### src/rtl/rrts_pkg.sv
`timescale 1ns / 1ps
// ----------------------------------------------------------------------------
// rrts_pkg: shared types and constants of the round-robin thread scheduler
// Holds the request and result words, the operation, error and slot state
// codes, and the command and status groups between controller and datapath.
// ----------------------------------------------------------------------------
package rrts_pkg;

  localparam int unsigned THREAD_SLOTS_DEF = 16;
  localparam int unsigned PRIO_BITS_DEF    = 8;

  // Priority of the initial thread in slot zero after reset.
  localparam logic [7:0] MAIN_PRIO_RESET = 8'd31;

  // Block kinds; every other code means blocked.
  localparam logic [1:0] KIND_WAITING = 2'd1;
  localparam logic [1:0] KIND_HANGING = 2'd2;

  typedef enum logic [1:0] {
    OP_CREATE  = 2'd0,
    OP_EXPIRE  = 2'd1,
    OP_BLOCK   = 2'd2,
    OP_UNBLOCK = 2'd3
  } op_e;

  typedef enum logic [1:0] {
    ERR_OK          = 2'd0,
    ERR_NO_READY    = 2'd1,
    ERR_BUSY_FULL   = 2'd2,
    ERR_BAD_UNBLOCK = 2'd3
  } err_e;

  typedef enum logic [2:0] {
    ST_UNUSED  = 3'd0,
    ST_RUNNING = 3'd1,
    ST_READY   = 3'd2,
    ST_BLOCKED = 3'd3,
    ST_WAITING = 3'd4,
    ST_HANGING = 3'd5
  } slot_state_e;

  typedef enum logic [2:0] {
    S_IDLE,
    S_FETCH,
    S_APPLY,
    S_DISPATCH,
    S_POP,
    S_PRIO,
    S_EMIT
  } ctrl_state_e;

  typedef struct packed {
    op_e        op;
    logic [3:0] thread_id;
    logic [7:0] priority_req;
    logic [1:0] block_kind;
  } req_t;

  typedef struct packed {
    logic [3:0] running_id;
    logic       switched;
    logic [7:0] time_slice;
    err_e       error_code;
  } res_t;

  typedef struct packed {
    logic load;
    logic wr_create;
    logic wr_requeue;
    logic wr_front;
    logic wr_block;
    logic pop;
    logic go_idle;
    logic err_set;
    err_e err_val;
    logic emit;
  } ctrl_cmd_t;

  typedef struct packed {
    op_e  op;
    logic cpu_idle;
    logic ring_full;
    logic ring_empty;
    logic create_ok;
    logic unblock_bad;
    logic unblock_ready;
  } dp_status_t;

endpackage

### src/rtl/rrts_ctrl.sv
`timescale 1ns / 1ps
// ----------------------------------------------------------------------------
// rrts_ctrl: sequencing controller
// Steps one request through lookup, update, dispatch and result phases.
// ----------------------------------------------------------------------------
module rrts_ctrl (
  input  logic                clk_i,
  input  logic                rst_ni,
  input  logic                start,
  output logic                busy,
  input  rrts_pkg::dp_status_t sts_i,
  output rrts_pkg::ctrl_cmd_t cmd_o
);
  import rrts_pkg::*;

  ctrl_state_e state_q, state_d;

  always_ff @(posedge clk_i or negedge rst_ni) begin
    if (!rst_ni) begin
      state_q <= S_IDLE;
    end else begin
      state_q <= state_d;
    end
  end

  always_comb begin
    state_d = state_q;
    cmd_o   = '0;
    cmd_o.err_val = ERR_OK;
    busy    = 1'b1;
    case (state_q)
      S_IDLE: begin
        busy = 1'b0;
        if (start) begin
          cmd_o.load = 1'b1;
          state_d    = S_FETCH;
        end
      end
      // Slot state read of the request's thread is issued here and lands in S_APPLY.
      S_FETCH: begin
        state_d = S_APPLY;
      end
      S_APPLY: begin
        case (sts_i.op)
          OP_CREATE: begin
            if (sts_i.create_ok) begin
              cmd_o.wr_create = 1'b1;
            end else begin
              cmd_o.err_set = 1'b1;
              cmd_o.err_val = ERR_BUSY_FULL;
            end
            state_d = S_PRIO;
          end
          OP_EXPIRE: begin
            if (sts_i.cpu_idle) begin
              state_d = S_DISPATCH;
            end else if (sts_i.ring_full) begin
              cmd_o.err_set = 1'b1;
              cmd_o.err_val = ERR_BUSY_FULL;
              state_d       = S_PRIO;
            end else begin
              cmd_o.wr_requeue = 1'b1;
              state_d          = S_DISPATCH;
            end
          end
          OP_BLOCK: begin
            cmd_o.wr_block = !sts_i.cpu_idle;
            state_d        = S_DISPATCH;
          end
          default: begin
            if (sts_i.unblock_bad) begin
              cmd_o.err_set = 1'b1;
              cmd_o.err_val = ERR_BAD_UNBLOCK;
            end else if (!sts_i.unblock_ready) begin
              if (sts_i.ring_full) begin
                cmd_o.err_set = 1'b1;
                cmd_o.err_val = ERR_BUSY_FULL;
              end else begin
                cmd_o.wr_front = 1'b1;
              end
            end
            state_d = S_PRIO;
          end
        endcase
      end
      // The ring head read is issued here and lands in S_POP.
      S_DISPATCH: begin
        if (sts_i.ring_empty) begin
          cmd_o.go_idle = 1'b1;
          cmd_o.err_set = 1'b1;
          cmd_o.err_val = ERR_NO_READY;
          state_d       = S_PRIO;
        end else begin
          state_d = S_POP;
        end
      end
      S_POP: begin
        cmd_o.pop = 1'b1;
        state_d   = S_PRIO;
      end
      // Priority read of the running thread lands in S_EMIT.
      S_PRIO: begin
        state_d = S_EMIT;
      end
      S_EMIT: begin
        cmd_o.emit = 1'b1;
        state_d    = S_IDLE;
      end
      default: begin
        state_d = S_IDLE;
      end
    endcase
  end

endmodule

### src/rtl/rrts_datapath.sv
`timescale 1ns / 1ps
// ----------------------------------------------------------------------------
// rrts_datapath: slot tables, ready ring and result register
// Holds slot states and priorities, the ready deque and the running thread.
// ----------------------------------------------------------------------------
module rrts_datapath #(
  parameter int unsigned THREAD_SLOTS = rrts_pkg::THREAD_SLOTS_DEF,
  parameter int unsigned PRIO_BITS    = rrts_pkg::PRIO_BITS_DEF
) (
  input  logic                 clk_i,
  input  logic                 rst_ni,
  input  rrts_pkg::req_t       req_i,
  input  rrts_pkg::ctrl_cmd_t  cmd_i,
  output rrts_pkg::dp_status_t sts_o,
  input  logic                 cfg_valid_i,
  input  logic [7:0]           cfg_data_i,
  output rrts_pkg::res_t       res_o,
  output logic                 res_valid_o
);
  import rrts_pkg::*;

  localparam int unsigned ID_W  = $clog2(THREAD_SLOTS);
  localparam int unsigned CNT_W = $clog2(THREAD_SLOTS + 1);
  localparam int unsigned SUM_W = ID_W + 1;
  localparam logic [ID_W-1:0]  LAST_SLOT = ID_W'(THREAD_SLOTS - 1);
  localparam logic [CNT_W-1:0] FULL_CNT  = CNT_W'(THREAD_SLOTS);
  localparam logic [SUM_W-1:0] SLOTS_SUM = SUM_W'(THREAD_SLOTS);

  req_t                 req_q;
  logic                 started_q;
  logic [PRIO_BITS-1:0] slot0_prio_q;
  logic [ID_W-1:0]      head_q;
  logic [CNT_W-1:0]     count_q;
  logic [ID_W-1:0]      cur_q;
  logic                 idle_q;
  err_e                 err_q;
  logic                 switched_q;
  res_t                 res_q;
  logic                 res_valid_q;

  slot_state_e          stat_mem [THREAD_SLOTS];
  logic [PRIO_BITS-1:0] prio_mem [THREAD_SLOTS];
  logic [ID_W-1:0]      ring_mem [THREAD_SLOTS];
  logic                 stat_vld_q [THREAD_SLOTS];
  logic                 prio_vld_q [THREAD_SLOTS];

  slot_state_e          stat_rd_q;
  logic                 stat_rd_vld_q, stat_rd_zero_q;
  logic [PRIO_BITS-1:0] prio_rd_q;
  logic                 prio_rd_vld_q, prio_rd_zero_q;
  logic [ID_W-1:0]      ring_rd_q;

  logic [ID_W-1:0]      tid_idx;
  logic                 tid_in_range;
  logic [PRIO_BITS-1:0] prio_req_m;
  slot_state_e          stat_eff;
  logic [PRIO_BITS-1:0] prio_eff;
  logic [15:0]          prio_wide;
  logic [SUM_W-1:0]     tail_sum;
  logic [ID_W-1:0]      tail, head_inc, head_dec;
  slot_state_e          blk_state;
  logic                 ring_full;

  logic                 stat_we;
  logic [ID_W-1:0]      stat_wa;
  slot_state_e          stat_wd;
  logic                 ring_we;
  logic [ID_W-1:0]      ring_wa, ring_wd;
  res_t                 res_d;

  assign tid_idx      = ID_W'(req_q.thread_id);
  assign tid_in_range = 32'(req_q.thread_id) < THREAD_SLOTS;
  assign prio_req_m   = PRIO_BITS'(req_q.priority_req);
  assign ring_full    = count_q == FULL_CNT;

  // Entries never written read as their reset contents.
  assign stat_eff = stat_rd_vld_q ? stat_rd_q :
                    (stat_rd_zero_q ? ST_RUNNING : ST_UNUSED);
  assign prio_eff = prio_rd_vld_q ? prio_rd_q :
                    (prio_rd_zero_q ? slot0_prio_q : '0);
  assign prio_wide = 16'(prio_eff);

  always_comb begin
    tail_sum = SUM_W'(head_q) + SUM_W'(count_q);
    if (tail_sum >= SLOTS_SUM) begin
      tail = ID_W'(tail_sum - SLOTS_SUM);
    end else begin
      tail = ID_W'(tail_sum);
    end
    head_inc = (head_q == LAST_SLOT) ? '0 : head_q + ID_W'(1);
    head_dec = (head_q == '0) ? LAST_SLOT : head_q - ID_W'(1);
    if (req_q.block_kind == KIND_WAITING) begin
      blk_state = ST_WAITING;
    end else if (req_q.block_kind == KIND_HANGING) begin
      blk_state = ST_HANGING;
    end else begin
      blk_state = ST_BLOCKED;
    end
  end

  always_comb begin
    stat_we = 1'b1;
    stat_wa = cur_q;
    stat_wd = ST_READY;
    if (cmd_i.wr_create || cmd_i.wr_front) begin
      stat_wa = tid_idx;
    end else if (cmd_i.wr_requeue) begin
      stat_wa = cur_q;
    end else if (cmd_i.wr_block) begin
      stat_wd = blk_state;
    end else if (cmd_i.pop) begin
      stat_wa = ring_rd_q;
      stat_wd = ST_RUNNING;
    end else begin
      stat_we = 1'b0;
    end

    ring_we = cmd_i.wr_create || cmd_i.wr_requeue || cmd_i.wr_front;
    ring_wa = cmd_i.wr_front ? head_dec : tail;
    ring_wd = cmd_i.wr_requeue ? cur_q : tid_idx;
  end

  // Slot state table.
  always_ff @(posedge clk_i) begin
    if (stat_we) begin
      stat_mem[stat_wa] <= stat_wd;
    end
    stat_rd_q      <= stat_mem[tid_idx];
    stat_rd_vld_q  <= stat_vld_q[tid_idx];
    stat_rd_zero_q <= tid_idx == '0;
  end

  // Slot priority table; only a create writes it.
  always_ff @(posedge clk_i) begin
    if (cmd_i.wr_create) begin
      prio_mem[tid_idx] <= prio_req_m;
    end
    prio_rd_q      <= prio_mem[cur_q];
    prio_rd_vld_q  <= prio_vld_q[cur_q];
    prio_rd_zero_q <= cur_q == '0;
  end

  // Ready ring.
  always_ff @(posedge clk_i) begin
    if (ring_we) begin
      ring_mem[ring_wa] <= ring_wd;
    end
    ring_rd_q <= ring_mem[head_q];
  end

  always_ff @(posedge clk_i or negedge rst_ni) begin
    if (!rst_ni) begin
      for (int i = 0; i < THREAD_SLOTS; i++) begin
        stat_vld_q[i] <= 1'b0;
        prio_vld_q[i] <= 1'b0;
      end
    end else begin
      if (stat_we) begin
        stat_vld_q[stat_wa] <= 1'b1;
      end
      if (cmd_i.wr_create) begin
        prio_vld_q[tid_idx] <= 1'b1;
      end
    end
  end

  always_ff @(posedge clk_i or negedge rst_ni) begin
    if (!rst_ni) begin
      started_q    <= 1'b0;
      slot0_prio_q <= PRIO_BITS'(MAIN_PRIO_RESET);
      head_q       <= '0;
      count_q      <= '0;
      cur_q        <= '0;
      idle_q       <= 1'b0;
      err_q        <= ERR_OK;
      switched_q   <= 1'b0;
      res_valid_q  <= 1'b0;
    end else begin
      // The register reaches slot zero only before the first request.
      if (cfg_valid_i && !started_q) begin
        slot0_prio_q <= PRIO_BITS'(cfg_data_i);
      end
      if (cmd_i.load) begin
        started_q  <= 1'b1;
        err_q      <= ERR_OK;
        switched_q <= 1'b0;
      end
      if (cmd_i.err_set) begin
        err_q <= cmd_i.err_val;
      end
      if (cmd_i.wr_create || cmd_i.wr_requeue || cmd_i.wr_front) begin
        count_q <= count_q + CNT_W'(1);
      end else if (cmd_i.pop) begin
        count_q <= count_q - CNT_W'(1);
      end
      if (cmd_i.wr_front) begin
        head_q <= head_dec;
      end else if (cmd_i.pop) begin
        head_q <= head_inc;
      end
      if (cmd_i.pop) begin
        cur_q      <= ring_rd_q;
        idle_q     <= 1'b0;
        switched_q <= 1'b1;
      end else if (cmd_i.go_idle) begin
        idle_q <= 1'b1;
      end
      res_valid_q <= cmd_i.emit;
    end
  end

  always_comb begin
    res_d.running_id = idle_q ? 4'd0 : 4'(cur_q);
    res_d.switched   = switched_q;
    res_d.time_slice = idle_q ? 8'd0 : prio_wide[7:0];
    res_d.error_code = err_q;
  end

  always_ff @(posedge clk_i) begin
    if (cmd_i.load) begin
      req_q <= req_i;
    end
    if (cmd_i.emit) begin
      res_q <= res_d;
    end
  end

  always_comb begin
    sts_o.op            = req_q.op;
    sts_o.cpu_idle      = idle_q;
    sts_o.ring_full     = ring_full;
    sts_o.ring_empty    = count_q == '0;
    sts_o.create_ok     = tid_in_range && (stat_eff == ST_UNUSED) && !ring_full;
    sts_o.unblock_bad   = !tid_in_range || (stat_eff == ST_RUNNING) ||
                          (stat_eff == ST_UNUSED);
    sts_o.unblock_ready = stat_eff == ST_READY;
  end

  assign res_o       = res_q;
  assign res_valid_o = res_valid_q;

`ifndef SYNTHESIS
  a_count_bound: assert property (@(posedge clk_i) disable iff (!rst_ni)
    count_q <= FULL_CNT)
    else $error("ready ring count beyond slot count");

  a_pop_nonempty: assert property (@(posedge clk_i) disable iff (!rst_ni)
    cmd_i.pop |-> count_q != '0)
    else $error("dispatch pop from an empty ring");

  a_push_not_full: assert property (@(posedge clk_i) disable iff (!rst_ni)
    (cmd_i.wr_create || cmd_i.wr_requeue || cmd_i.wr_front) |-> !ring_full)
    else $error("push into a full ring");

  a_strobe_single: assert property (@(posedge clk_i) disable iff (!rst_ni)
    res_valid_q |=> !res_valid_q)
    else $error("result strobe held for more than one cycle");
`endif

endmodule

### src/rtl/round_robin_thread_scheduler.sv
`timescale 1ns / 1ps
// ----------------------------------------------------------------------------
// round_robin_thread_scheduler: hardware round-robin thread scheduler
// Keeps slot states and priorities, a ready deque and the running thread,
// and serves create, time-slice expiry, block and unblock requests.
// ----------------------------------------------------------------------------
//
//  Channel  | Signals                              | Handshake
//  ---------+--------------------------------------+----------------------------
//  request  | start, busy, req_i                   | taken when start && !busy
//  result   | res_valid_o, res_o                   | one-cycle strobe, no stall
//  config   | cfg_valid_i, cfg_ready_o, cfg_data_i | written on valid && ready
//
// The result word and its strobe are registered at the edge that leaves S_EMIT.
// A create or unblock passes S_FETCH, S_APPLY, S_PRIO and S_EMIT; an expiry
// or block that dispatches adds S_DISPATCH and S_POP after S_APPLY, and skips
// S_POP when the ring turns out empty. The strobe is high for the cycle after
// that edge, and a new request is taken at the edge that ends it. The
// sequencer reads and writes the slot tables and the ring in separate
// steps. Reset is asynchronous and needs no clearing pass: slot tables carry
// per-entry valid bits. The receiver cannot stall results.
//
module round_robin_thread_scheduler #(
  parameter int unsigned THREAD_SLOTS = rrts_pkg::THREAD_SLOTS_DEF,
  parameter int unsigned PRIO_BITS    = rrts_pkg::PRIO_BITS_DEF
) (
  input  logic           clk_i,
  input  logic           rst_ni,
  input  logic           start,
  output logic           busy,
  input  rrts_pkg::req_t req_i,
  output logic           res_valid_o,
  output rrts_pkg::res_t res_o,
  input  logic           cfg_valid_i,
  output logic           cfg_ready_o,
  input  logic [7:0]     cfg_data_i
);
  import rrts_pkg::*;

  ctrl_cmd_t  cmd;
  dp_status_t sts;

  // Configuration is only written while idle, so the port never pushes back.
  assign cfg_ready_o = 1'b1;

  // The controller walks each request through its phases; it sees the
  // datapath only through the status group and drives it only by commands.
  rrts_ctrl u_ctrl (
    .clk_i  (clk_i),
    .rst_ni (rst_ni),
    .start  (start),
    .busy   (busy),
    .sts_i  (sts),
    .cmd_o  (cmd)
  );

  // The datapath owns all scheduler state and the result register.
  rrts_datapath #(
    .THREAD_SLOTS (THREAD_SLOTS),
    .PRIO_BITS    (PRIO_BITS)
  ) u_datapath (
    .clk_i       (clk_i),
    .rst_ni      (rst_ni),
    .req_i       (req_i),
    .cmd_i       (cmd),
    .sts_o       (sts),
    .cfg_valid_i (cfg_valid_i),
    .cfg_data_i  (cfg_data_i),
    .res_o       (res_o),
    .res_valid_o (res_valid_o)
  );

endmodule

### config.mk
export PLATFORM = sky130hd
export DESIGN_NAME = round_robin_thread_scheduler
export DESIGN_NICKNAME = d
export VERILOG_FILES = /design/src/rtl/rrts_pkg.sv /design/src/rtl/rrts_ctrl.sv /design/src/rtl/rrts_datapath.sv /design/src/rtl/round_robin_thread_scheduler.sv
export SDC_FILE = /design/constraint.sdc
export NUM_CORES = 1
export LEC_CHECK = 0
export ABC_AREA = 1
export BUFFER_PORTS_ARGS = -buffer_cell sky130_fd_sc_hd__buf_2
export CAP_MARGIN = 30
export CORE_MARGIN = 8
export CORE_UTILIZATION = 55
export CTS_CLUSTER_SIZE = 28
export DETAILED_ROUTE_END_ITERATION = 16
export HOLD_SLACK_MARGIN = 0.03
export PLACE_DENSITY = 0.73
export SLEW_MARGIN = 10
export SYNTH_ARGS = -nofsm -noshare
export SYNTH_HDL_FRONTEND = slang
export SYNTH_HIERARCHICAL = 1
export SYNTH_SLANG_ARGS = --single-unit
### constraint.sdc
create_clock -name clk_i -period 6.7 [get_ports clk_i]
set_clock_uncertainty 0.2 [all_clocks]
set_input_delay 0.67 -clock clk_i [delete_from_list [all_inputs] [get_ports clk_i]]
set_output_delay 0.67 -clock clk_i [all_outputs]
set_load 0.02 [all_outputs]
-- After elaboration in Yosys (flattened, before gate mapping)
Memories as Yosys holds them, arrays and structs flattened. A register that Yosys moved wholly into a read port is not among the register bits.
Cells that the tools add are included.
- bits in registers: 97
- bits in writable memories: 240
- output and inout bits: 18
- word-level logic and storage cells: 192
- memories: 3
- $add $sub $neg: 6
- magnitude comparators: 6
- equal/unequal tests: 15
- multiplexer cells: 79
- bitwise operators: 5
- reduce and logical (&&, ||, !) cells: 24
- memories (memory ; depth ; bits a word ; rd ports ; clocked after memory_dff ; wr ports ; RTL line ; source):
    u_datapath.prio_mem ; 16 ; 8 ; 1 ; 1 ; 1 ; rrts_datapath.sv:42 ; logic [PRIO_BITS-1:0] prio_mem [THREAD_SLOTS];
    u_datapath.ring_mem ; 16 ; 4 ; 1 ; 1 ; 1 ; rrts_datapath.sv:43 ; logic [ID_W-1:0] ring_mem [THREAD_SLOTS];
    u_datapath.stat_mem ; 16 ; 3 ; 1 ; 1 ; 1 ; rrts_datapath.sv:41 ; slot_state_e stat_mem [THREAD_SLOTS];
- operators with widths (kind ; count):
    two-way mux 4 bit ; 13
    two-way mux 3 bit ; 14
    two-way mux 1 bit ; 37
    OR 16 bit ; 2
    greater-or-equal comparator 5 bit, second input constant ; 4
    one-hot mux 3 bit (6 select lines) ; 1
    two-way mux 8 bit ; 2
    NOT 4 -> 5 bit ; 3
    logical NOT 4 bit ; 3
    one-hot mux 3 bit (2 select lines) ; 2
    less-than comparator 5 x 1 -> 1 bit, second input constant ; 2
    two-way mux 5 bit ; 2
    nonzero test 2 bit ; 5
    equality test 3 x 2 -> 1 bit, second input constant ; 3
    equality test 3 bit, second input constant ; 3
    one-hot mux 3 bit (3 select lines) ; 1
    binary-select mux 1 bit (select 4 bit) ; 2
    demux 1 bit (select 4 bit) ; 2
    subtractor 4 x 1 -> 4 bit, second input constant ; 2
    equality test 3 x 1 -> 1 bit, second input constant ; 2
    logical NOT 3 bit ; 2
    two-way mux 2 bit ; 3
    adder 4 x 5 -> 5 bit ; 1
    adder 5 x 1 -> 5 bit, second input constant ; 1
    other kinds (13) ; 23

-- Logic depth before layout (Yosys ltp)
Gate-level depths: netlist of run 1.
- word-level depth: 16
- depth in mapped cells: 19
- depth with buffers taken out: 17

-- Cells and area by module
Netlist of run 1, hierarchy kept.
- by module, submodules not included (module ; instances ; cells each ; area each (µm²) ; sequential area each (µm²)):
    rrts_datapath ; 1 ; 1255 ; 14264.9 ; 10000.8
    rrts_ctrl ; 1 ; 62 ; 369.1 ; 75.1
    round_robin_thread_scheduler ; 1 ; 2 ; 11.3 ; 0.0

-- Least setup slack after synthesis of run 1
OpenSTA, ideal clock, no wires.
- path kind: flip-flop to flip-flop
- start: register u_datapath.count_q[0]
- end: memory u_datapath/stat_mem[0][1] in the netlist's numbering, data pin
- library setup time: 0.359 ns
- arrival: 2.607 ns
- path slack: 3.534 ns
- stages on the path, launching flop included: 14
- path through: dfrtp_1 nor2_1 nand3_1 nor2_1 buf_4 or2_2 nor3_1 buf_6 nor2_4 inv_2 nor2_8 inv_1 nor3_1 a21oi_1
- RTL lines (element ; RTL line ; source):
    start, declared ; rrts_datapath.sv:33 ; logic [CNT_W-1:0] count_q;
    start signal, assigned ; rrts_datapath.sv:192 ; count_q <= count_q + CNT_W'(1);
    start signal, assigned ; rrts_datapath.sv:194 ; count_q <= count_q - CNT_W'(1);
    end, declared ; rrts_datapath.sv:41 ;

==> results.rst, run 1 <==
.. list-table::
   :header-rows: 1

   * - Metric
     - Value
   * - Total power of the final layout
     - just under 7000 µW
   * - Syn Inst Count
     - 1319
   * - Worst path required time
     - 6.69 ns
   * - Synthesized flop and latch total
     - around 350
   * - Leakage power total
     - 0.00639 µW
   * - Global-route wire length before repair
     - 50800 µm
   * - Most frequent standard cell in the layout excluding fill and tap cells
     - sky130_fd_sc_hd__edfxtp_1
   * - Count of boundary I/O pins
     - between 40 and 50
   * - Pwr dens
     - ~420 nW/µm²
   * - Aggregate negative setup slack
     - 0 ns
   * - Buffers added on ports
     - 44
   * - Achievable Freq
     - 280 MHz
   * - CTS tree
     - yes
   * - Starting DRT DRC Count
     - 898
   * - Number of antenna repair diodes
     - 0
   * - Synthesis-to-finish area growth
     - 11.4%
   * - Overall via count from detail_route
     - approximately 9.8k
   * - Sequential element share of the synthesized area
     - 0.688
   * - Chip Width
     - 179 µm
   * - CTS Hold Bufs
     - 0
   * - Number of CTS-inserted buffers
     - 36
   * - Top post-synthesis cells by area
     - sky130_fd_sc_hd__edfxtp_1 56%, sky130_fd_sc_hd__dfrtp_1 9.7%, sky130_fd_sc_hd__nand2_1 6.9%
   * - Slowest stage cell, crit path
     - sky130_fd_sc_hd__nor2_1
   * - Max Slew Vio Count
     - 0
   * - RSZ-0062 raised after global routing
     - false
   * - Maximum number of pins on one net before global-route repair
     - between 80 and 90
   * - Netlist area before placement
     - 14600 µm²
   * - Startpoint types
     - flop
   * - Highest-count cells in the layout ignoring fill and taps
     - 271 x sky130_fd_sc_hd__edfxtp_1, 268 x sky130_fd_sc_hd__nand2_1, 194 x sky130_fd_sc_hd__nor2_1, 120 x sky130_fd_sc_hd__o21ai_0, 93 x sky130_fd_sc_hd__inv_1
   * - CTS clk-pin slew, worst paths
     - about 0.060 ns
   * - Share of the clock period used by the worst path after layout
     - 0.533
   * - Die Y-Extent
     - 179 µm
   * - H-tree depth
     - 2
   * - Final weighted congestion in routability-driven placement
     - 0.873
   * - Kind of end point of the critical path
     - flop
   * - Most used cell along the critical path
     - sky130_fd_sc_hd__nor2_1
   * - Vias in the first global route
     - 9707
   * - GRT Util Overall
     - 0.205
   * - Area of the die
     - 32100 µm²
   * - Detailed-placement wirelength estimate
     - 20500 µm
   * - Count of different cell masters after synthesis
     - 38
   * - Wire length reported by the detailed router
     - 32500 µm
   * - Data arrival, critical path
     - ~3.6 ns
   * - Average wire length per cell after detail routing
     - 18.8 µm
   * - Remaining number of nets flagged by the antenna check after routing
     - 0
   * - Yosys warning total
     - 6
   * - Sequence of cells on the critical path
     - inv_1 -> nand3_1 -> nor2_1 -> inv_1 -> nand3_1 -> nor2_1 -> inv_1 -> nand2_1 -> nand2_1 -> nand2_1 -> nor2_1 -> nor2_1 -> nand2_1 -> nor2_1
   * - Largest voltage drop on the vdd net
     - around 0.24 mV
   * - Largest fanout on the critical path
     - 11
   * - Rel. slew slack
     - 0.344
   * - Placeable Area
     - 26100 µm²
   * - Critical path class
     - flop to flop
   * - Syn_area_per_cell
     - between 10 and 15 µm²
   * - Total number of placement rows
     - 59
   * - Clock sink total
     - 352
   * - Yosys top cell area share
     - 0.556
   * - Final Hold Viols
     - 0
   * - # fillers
     - 2015
   * - Deepest clock path buffer count
     - 3
   * - Source-to-sink clock delay at the later pin of the worst-skew pair
     - 0.53 ns
   * - Worst path max stage delay
     - 0.65 ns
   * - Total of cells resized after clock tree synthesis
     - 0
   * - Library cell occupying the most area in the post-synthesis netlist
     - sky130_fd_sc_hd__edfxtp_1
   * - Final-report setup violation count
     - 0
   * - Share of final-layout standard cells stronger than drive strength 1
     - 0.116
   * - Final critical path time including I/O delays and setup
     - 3.57 ns
   * - Buffers inserted by post-CTS timing repair
     - 0
   * - Total Nets Final
     - 1412
   * - Vias per std cell
     - 5.65
   * - Number of design rule violations left after detail routing
     - 0
   * - Run status
     - finished clean
   * - Count of max-cap constraint violations
     - 0
   * - Synthesized net count
     - 1362
   * - Antenna violations before repair
     - 0
   * - Detailed-router iteration count before antenna repair
     - 6
   * - Class of the tightest hold or removal check
     - primary input to flop
   * - Starting density of the core
     - 0.560
   * - Buffer cell driving the clock tree root
     - sky130_fd_sc_hd__clkbuf_16
   * - Grt total ovfl
     - 0
   * - Transition at the pin with the smallest max-transition slack
     - 0.981 ns
-- sequential cells by signal, summed over array words and instances (netlist names), 3 cells and up --
signal,flops
u_ctrl/state_q,3
u_datapath/count_q,5
u_datapath/cur_q,4
u_datapath/head_q,4
u_datapath/prio_mem,128
u_datapath/prio_rd_q,8
u_datapath/prio_req_m,8
u_datapath/prio_vld_q,16
u_datapath/res_o,15
u_datapath/ring_mem,64
u_datapath/ring_rd_q,4
u_datapath/slot0_prio_q,8
u_datapath/stat_mem,48
u_datapath/stat_rd_q,3
u_datapath/stat_vld_q,16
u_datapath/tid_idx,4
-- path summary, 6_finish.rpt --
| kind | startpoint | to | slack [ns] | depth (start not counted) |
|---|---|---|---|---|
| setup / recovery | u_datapath/count_q[1]$_DFFE_PN0P_ | u_datapath/stat_mem[8][0]$_DFFE_PP_ | 3.13 | 14 |
| hold / removal | req_i[12] | u_datapath/tid_idx[2]$_DFFE_PP_ | 0.12 | 1 |
| setup reg to reg | u_datapath/count_q[1]$_DFFE_PN0P_ | u_datapath/stat_mem[8][0]$_DFFE_PP_ | 3.13 | 14 |
| hold reg to reg | u_datapath/started_q$_DFFE_PN0P_ | u_datapath/started_q$_DFFE_PN0P_ | 0.24 | 2 |
| max in group asynchronous | rst_ni | u_datapath/cur_q[0]$_DFF_PN0_ | 5.57 | 2 |
| min in group asynchronous | rst_ni | u_datapath/head_q[3]$_DFFE_PN0P_ | 0.13 | 2 |
-- final cells by class --
type	count	area, µm²	area share
clock inverter	14	97.6	0.00598
multi-input combinational	813	3930	0.241
timing repair buffer	63	380	0.0233
sequential	352	10100	0.618
inverter	103	387	0.0237
clock buffer	52	1020	0.0627
tap	335	419	0.0257
-- metal layers --
| metal | wire (µm) | track usage | part of all wire |
|---|---|---|---|
| met1 | 13200 | 0.255 | 0.40 |
| met2 | 16000 | 0.344 | 0.49 |
| met3 | 1910 | 0.0358 | 0.059 |
| met4 | 1370 | 0.103 | 0.042 |
| met5 | 0 | 0 | 0 |
-- cell usage after synthesis --
| library cell | n |
|---|---|
| sky130_fd_sc_hd__a21oi_1 | 32 |
| sky130_fd_sc_hd__a22oi_1 | 11 |
| sky130_fd_sc_hd__a31oi_1 | 1 |
| sky130_fd_sc_hd__buf_1 | 1 |
| sky130_fd_sc_hd__buf_2 | 12 |
| sky130_fd_sc_hd__buf_4 | 10 |
| sky130_fd_sc_hd__buf_6 | 1 |
| sky130_fd_sc_hd__clkbuf_1 | 27 |
| sky130_fd_sc_hd__clkinv_1 | 1 |
| sky130_fd_sc_hd__conb_1 | 1 |
| sky130_fd_sc_hd__dfrtp_1 | 57 |
| sky130_fd_sc_hd__dfstp_2 | 5 |
| sky130_fd_sc_hd__dfxtp_1 | 19 |
| sky130_fd_sc_hd__edfxtp_1 | 271 |
| sky130_fd_sc_hd__fa_1 | 2 |
| sky130_fd_sc_hd__ha_1 | 13 |
| sky130_fd_sc_hd__inv_1 | 93 |
| sky130_fd_sc_hd__inv_2 | 9 |
| sky130_fd_sc_hd__mux2_2 | 8 |
| sky130_fd_sc_hd__mux2i_1 | 1 |
| sky130_fd_sc_hd__nand2_1 | 268 |
| sky130_fd_sc_hd__nand3_1 | 49 |
| sky130_fd_sc_hd__nand3_2 | 2 |
| sky130_fd_sc_hd__nand4_1 | 14 |
| sky130_fd_sc_hd__nand4_2 | 1 |
| sky130_fd_sc_hd__nor2_1 | 195 |
| sky130_fd_sc_hd__nor2_2 | 6 |
| sky130_fd_sc_hd__nor2_4 | 1 |
| sky130_fd_sc_hd__nor2_8 | 1 |
| sky130_fd_sc_hd__nor3_1 | 5 |
| sky130_fd_sc_hd__o211a_1 | 1 |
| sky130_fd_sc_hd__o211ai_1 | 27 |
| sky130_fd_sc_hd__o21ai_0 | 120 |
| sky130_fd_sc_hd__o21bai_1 | 10 |
| sky130_fd_sc_hd__o22ai_1 | 24 |
| sky130_fd_sc_hd__or2_2 | 14 |
| sky130_fd_sc_hd__xnor2_1 | 1 |
| sky130_fd_sc_hd__xor2_1 | 5 |
-- report_power, final --
part           leakage [µW]  switching, µW  internal (µW)  total, µW
logic               0.00248           1410            607       2020
clock network      0.000548            808           1080       1880
registers           0.00337            237           2710       2950
-- critical path: cells and delay by family (launching register included) --
family	cells	cell delay, ns
AND/OR/NAND/NOR	11	2.29
flip-flops	1	0.46
buffers and inverters	3	0.27
-- logic make-up (layout without fill, tap and decap cells) --
group           after synthesis  after routing  share of synthesized area
simple gates                556            556                      0.156
flops                       352            352                      0.688
compound gates              226            226                     0.0879
buf+inv                     154            232                     0.0436
fa+ha+maj                    15             15                     0.0138
mux                           9              9                    0.00683
xor+xnor                      6              6                    0.00359
other cells                   1              1                   0.000256
-- metrics by stage --
step | worst slack (ns) | hold WS, ns | utilization | instance area (µm²) | instances
detailed placement | 2.86 | 0.234 | 0.580 | 15200 | 1662
CTS | 2.85 | 0.101 | 0.623 | 16300 | 1728
global placement | 2.71 | 0.230 | 0.579 | 15100 | 1659
floorplan | 3.53 | 0.174 | - | 14600 | 1319
global route | 2.81 | 0.107 | 0.624 | 16300 | 1732
finish | 3.13 | 0.122 | 0.624 | 16300 | 1732
Note: power is estimated with default switching activity, not from simulation.
==> run 2, diff against run 1 <==
--- a/config.mk
+++ b/config.mk
@@ -13,7 +13,7 @@
 export CTS_CLUSTER_SIZE = 28
 export DETAILED_ROUTE_END_ITERATION = 16
 export HOLD_SLACK_MARGIN = 0.03
-export PLACE_DENSITY = 0.73
+export PLACE_DENSITY = 0.76
 export SLEW_MARGIN = 10
 export SYNTH_ARGS = -nofsm -noshare
 export SYNTH_HDL_FRONTEND = slang
==> constraint.sdc (replaced) <==
create_clock -name clk_i -period 3.1 [get_ports clk_i]
set_clock_uncertainty 0.2 [all_clocks]
set_input_delay 0.31 -clock clk_i [delete_from_list [all_inputs] [get_ports clk_i]]
set_output_delay 0.31 -clock clk_i [all_outputs]
set_load 0.02 [all_outputs]
==> run 2 against run 1 <==
- maximum frequency increased by 20%
- non-clock buffer count increased by 58
- sequential share of layout area decreased by 2.0 points
- via count increased by 3.8%
- setup slack got worse by 3.0 ns
- combinational power increased by 130%
- wire length increased by 2.3%
- hold slack got worse by 0.042 ns
- sequential cell count unchanged
- count of clock-buffer cells in the layout increased by 1
- sequential power increased by 120%
- critical path depth increased by 4
==> results.rst, run 2 (synthesis gave the netlist of run 1 again) <==
.. list-table::
   :header-rows: 1

   * - Metric
     - Value
   * - Share of the clock period used by the worst path after layout
     - 0.959 (was 0.533)
   * - Area of the die
     - 32100 µm² (unchanged)
   * - Storage element area
     - 10100 µm² (unchanged)
   * - Placeable Area
     - 26100 µm² (unchanged)
   * - CTS tree
     - yes (unchanged)
   * - Largest register by flop count
     - u_datapath/prio_mem (unchanged)
   * - Area taken by multi-input logic gates
     - 3950 µm² (was 3930 µm²)
   * - Detailed-placement wirelength estimate
     - 21700 µm (was 20500 µm)
   * - Share of final-layout standard cells stronger than drive strength 1
     - 0.137 (was 0.116)
   * - Antenna violations before repair
     - 0 (unchanged)
   * - Most frequent standard cell in the layout excluding fill and tap cells
     - sky130_fd_sc_hd__edfxtp_1 (unchanged)
   * - Worst Setup Slack post-DPL
     - 0.147 ns (was 2.86 ns)
   * - Deepest clock path buffer count
     - 3 (unchanged)
   * - Kind of end point of the critical path
     - flop (unchanged)
   * - Buffers added on ports
     - 44 (unchanged)
   * - Max Slew Vio Count
     - 0 (unchanged)
   * - Run status
     - finished clean (unchanged)
   * - Final critical path time including I/O delays and setup
     - 2.97 ns (was 3.57 ns)
   * - Buffer cell driving the clock tree root
     - sky130_fd_sc_hd__clkbuf_16 (unchanged)
   * - Total Nets Final
     - 1471 (was 1412)
   * - Number of design rule violations left after detail routing
     - 0 (unchanged)
   * - Chip Width
     - 179 µm (unchanged)
   * - Leading registers by flop count
     - u_datapath/prio_mem (128), u_datapath/ring_mem (64), u_datapath/stat_mem (48) (unchanged)
   * - Total power of the final layout
     - 15100 µW (was 6860 µW)
   * - Startpoint types
     - flop (unchanged)
   * - Achievable Freq
     - 336 MHz (was 280 MHz)
   * - # fillers
     - 1981 (was 2015)
   * - Transition at the pin with the smallest max-transition slack
     - 0.638 ns (was 0.981 ns)
   * - Leakage power total
     - 0.00668 µW (was 0.00639 µW)
   * - CTS clk-pin slew, worst paths
     - 0.06 ns (about the same)
   * - Maximum number of pins on one net before global-route repair
     - 64 (was 86)
   * - Worst path required time
     - 3.32 ns (was 6.69 ns)
   * - Remaining number of nets flagged by the antenna check after routing
     - 0 (unchanged)
   * - Rel. slew slack
     - 0.575 (was 0.344)
   * - Count of boundary I/O pins
     - 46 (unchanged)
   * - Number of antenna repair diodes
     - 0 (unchanged)
   * - Starting density of the core
     - 0.560 (unchanged)
   * - Largest fanout on the critical path
     - 12 (was 11)
   * - Synthesis-to-finish area growth
     - 15.2% (was 11.4%)
   * - Detailed-router iteration count before antenna repair
     - 9 (was 6)
   * - Overall via count from detail_route
     - 10.2k (was 9787)
   * - Starting DRT DRC Count
     - 962 (was 898)
   * - Final-report setup violation count
     - 0 (unchanged)
   * - Hold slack
     - 0.0806 ns (was 0.122 ns)
   * - RSZ-0062 raised after global routing
     - true (was false)
   * - Max FFs per register
     - 128 (unchanged)
   * - Global-route wire length before repair
     - 52600 µm (was 50800 µm)
   * - Wire length reported by the detailed router
     - 33300 µm (was 32500 µm)
   * - Pwr dens
     - 897 nW/µm² (was 420 nW/µm²)
   * - Data arrival, critical path
     - 3.19 ns (was 3.56 ns)
   * - Highest-count cells in the layout ignoring fill and taps
     - 271 x sky130_fd_sc_hd__edfxtp_1, 267 x sky130_fd_sc_hd__nand2_1, 192 x sky130_fd_sc_hd__nor2_1, 120 x sky130_fd_sc_hd__o21ai_0, 93 x sky130_fd_sc_hd__inv_1 (was 271 x sky130_fd_sc_hd__edfxtp_1, 268 x sky130_fd_sc_hd__nand2_1, 194 x sky130_fd_sc_hd__nor2_1, 120 x sky130_fd_sc_hd__o21ai_0, 93 x sky130_fd_sc_hd__inv_1)
   * - Average wire length per cell after detail routing
     - 18.6 µm (was 18.8 µm)
   * - Vias in the first global route
     - 10.1k (was 9707)
   * - Critical path class
     - flop to flop (unchanged)
   * - GRT Util Overall
     - 0.211 (was 0.205)
   * - Number of CTS-inserted buffers
     - 37 (was 36)
   * - Count of max-cap constraint violations
     - 0 (unchanged)
   * - Total number of placement rows
     - 59 (unchanged)
   * - Clock sink total
     - 352 (unchanged)
   * - Class of the tightest hold or removal check
     - primary input to async pin (was primary input to flop)
   * - Grt total ovfl
     - 0 (unchanged)
   * - H-tree depth
     - 2 (unchanged)
   * - Vias per std cell
     - 5.68 (was 5.65)
   * - Source-to-sink clock delay at the later pin of the worst-skew pair
     - 0.52 ns (was 0.53 ns)
   * - Setup slack after layout
     - 0.126 ns (was 3.13 ns)
   * - Final weighted congestion in routability-driven placement
     - 0.895 (was 0.873)
   * - Largest voltage drop on the vdd net
     - 0.538 mV (was 0.244 mV)
   * - Final Hold Viols
     - 0 (unchanged)
   * - Die Y-Extent
     - 179 µm (unchanged)
[run 2: changes by cell type in the layout (fill, tap and decap cells not counted), sizes merged]
cell	previous run	this run
buf	62	95
dlygate4sd3	0	26
inv	104	101
bufinv	0	2
clkinvlp	1	0
[run 2: cell type report]
cell class	count	area share
inverter	103	0.0232
tap	335	0.0248
multi-input combinational	813	0.234
timing repair buffer	121	0.0512
sequential	352	0.597
clock buffer	53	0.0621
clock inverter	12	0.00705
[run 2: per-layer routing]
layer | track usage | part of all wire | routed length, µm
met1 | 0.259 | 0.39 | 12900
met2 | 0.365 | 0.50 | 16600
met3 | 0.0316 | 0.078 | 2610
met4 | 0.0923 | 0.036 | 1210
met5 | 0 | 0 | 0
[run 2: final timing paths]
kind                            cells past startpoint  slack (ns)                        startpoint                                endpoint
min in group clk_i                                  3        0.20                       cfg_valid_i  u_datapath/slot0_prio_q[0]$_DFFE_PN1P_
max in group asynchronous                           3        1.87                            rst_ni    u_datapath/stat_vld_q[9]$_DFFE_PN0N_
worst min-delay path                                2        0.08                            rst_ni        u_datapath/head_q[1]$_DFFE_PN0P_
worst max register to register                     18        0.13  u_datapath/stat_rd_vld_q$_DFF_P_       u_datapath/count_q[4]$_DFFE_PN0P_
worst max-delay path                               18        0.13  u_datapath/stat_rd_vld_q$_DFF_P_       u_datapath/count_q[4]$_DFFE_PN0P_
worst min register to register                      2        0.25  u_datapath/started_q$_DFFE_PN0P_        u_datapath/started_q$_DFFE_PN0P_
[run 2: timing repair]
item	in CTS	in global routing
buffers inserted	0	2
hold buffers	26	0
endpoints found under the hold margin	57	0
endpoints found under the setup margin	0	55
gates resized for setup	0	7
[run 2: stage by stage]
stage          TNS [ns]  area, µm²   util  std cells
2_1_floorplan         0      14700      -       1319
3_3_place_gp          0      15400  0.590       1696
3_5_place_dp          0      15400  0.590       1696
4_1_cts               0      16800  0.644       1787
5_1_grt          -0.175      16900  0.646       1789
6_report              0      16900  0.646       1789
[run 2: power by group]
part,total (µW),internal (µW),leakage (µW),switching (µW)
Sequential,6360,5870,0.00337,490
Combinational,4560,1420,0.00275,3140
Clock,4210,2510,0.000569,1690
[run 2: worst max-delay path, cell delays in order, from the launching register on]
cell and delay [ns]:
sky130_fd_sc_hd__dfxtp_1 0.38, sky130_fd_sc_hd__mux2i_1 0.26, sky130_fd_sc_hd__nand3_1 0.10, sky130_fd_sc_hd__a21oi_1 0.16, sky130_fd_sc_hd__or2_2 0.13, sky130_fd_sc_hd__nor3_1 0.04, sky130_fd_sc_hd__buf_4 0.16, sky130_fd_sc_hd__nor2_4 0.15
sky130_fd_sc_hd__clkinv_4 0.13, sky130_fd_sc_hd__nor2_8 0.23, sky130_fd_sc_hd__ha_1 0.30, sky130_fd_sc_hd__inv_1 0.10, sky130_fd_sc_hd__o21bai_2 0.08, sky130_fd_sc_hd__nand2_1 0.07, sky130_fd_sc_hd__nand2_1 0.07, sky130_fd_sc_hd__nand2_1 0.07
sky130_fd_sc_hd__nand3_1 0.10, sky130_fd_sc_hd__nand2_1 0.08, sky130_fd_sc_hd__inv_1 0.04
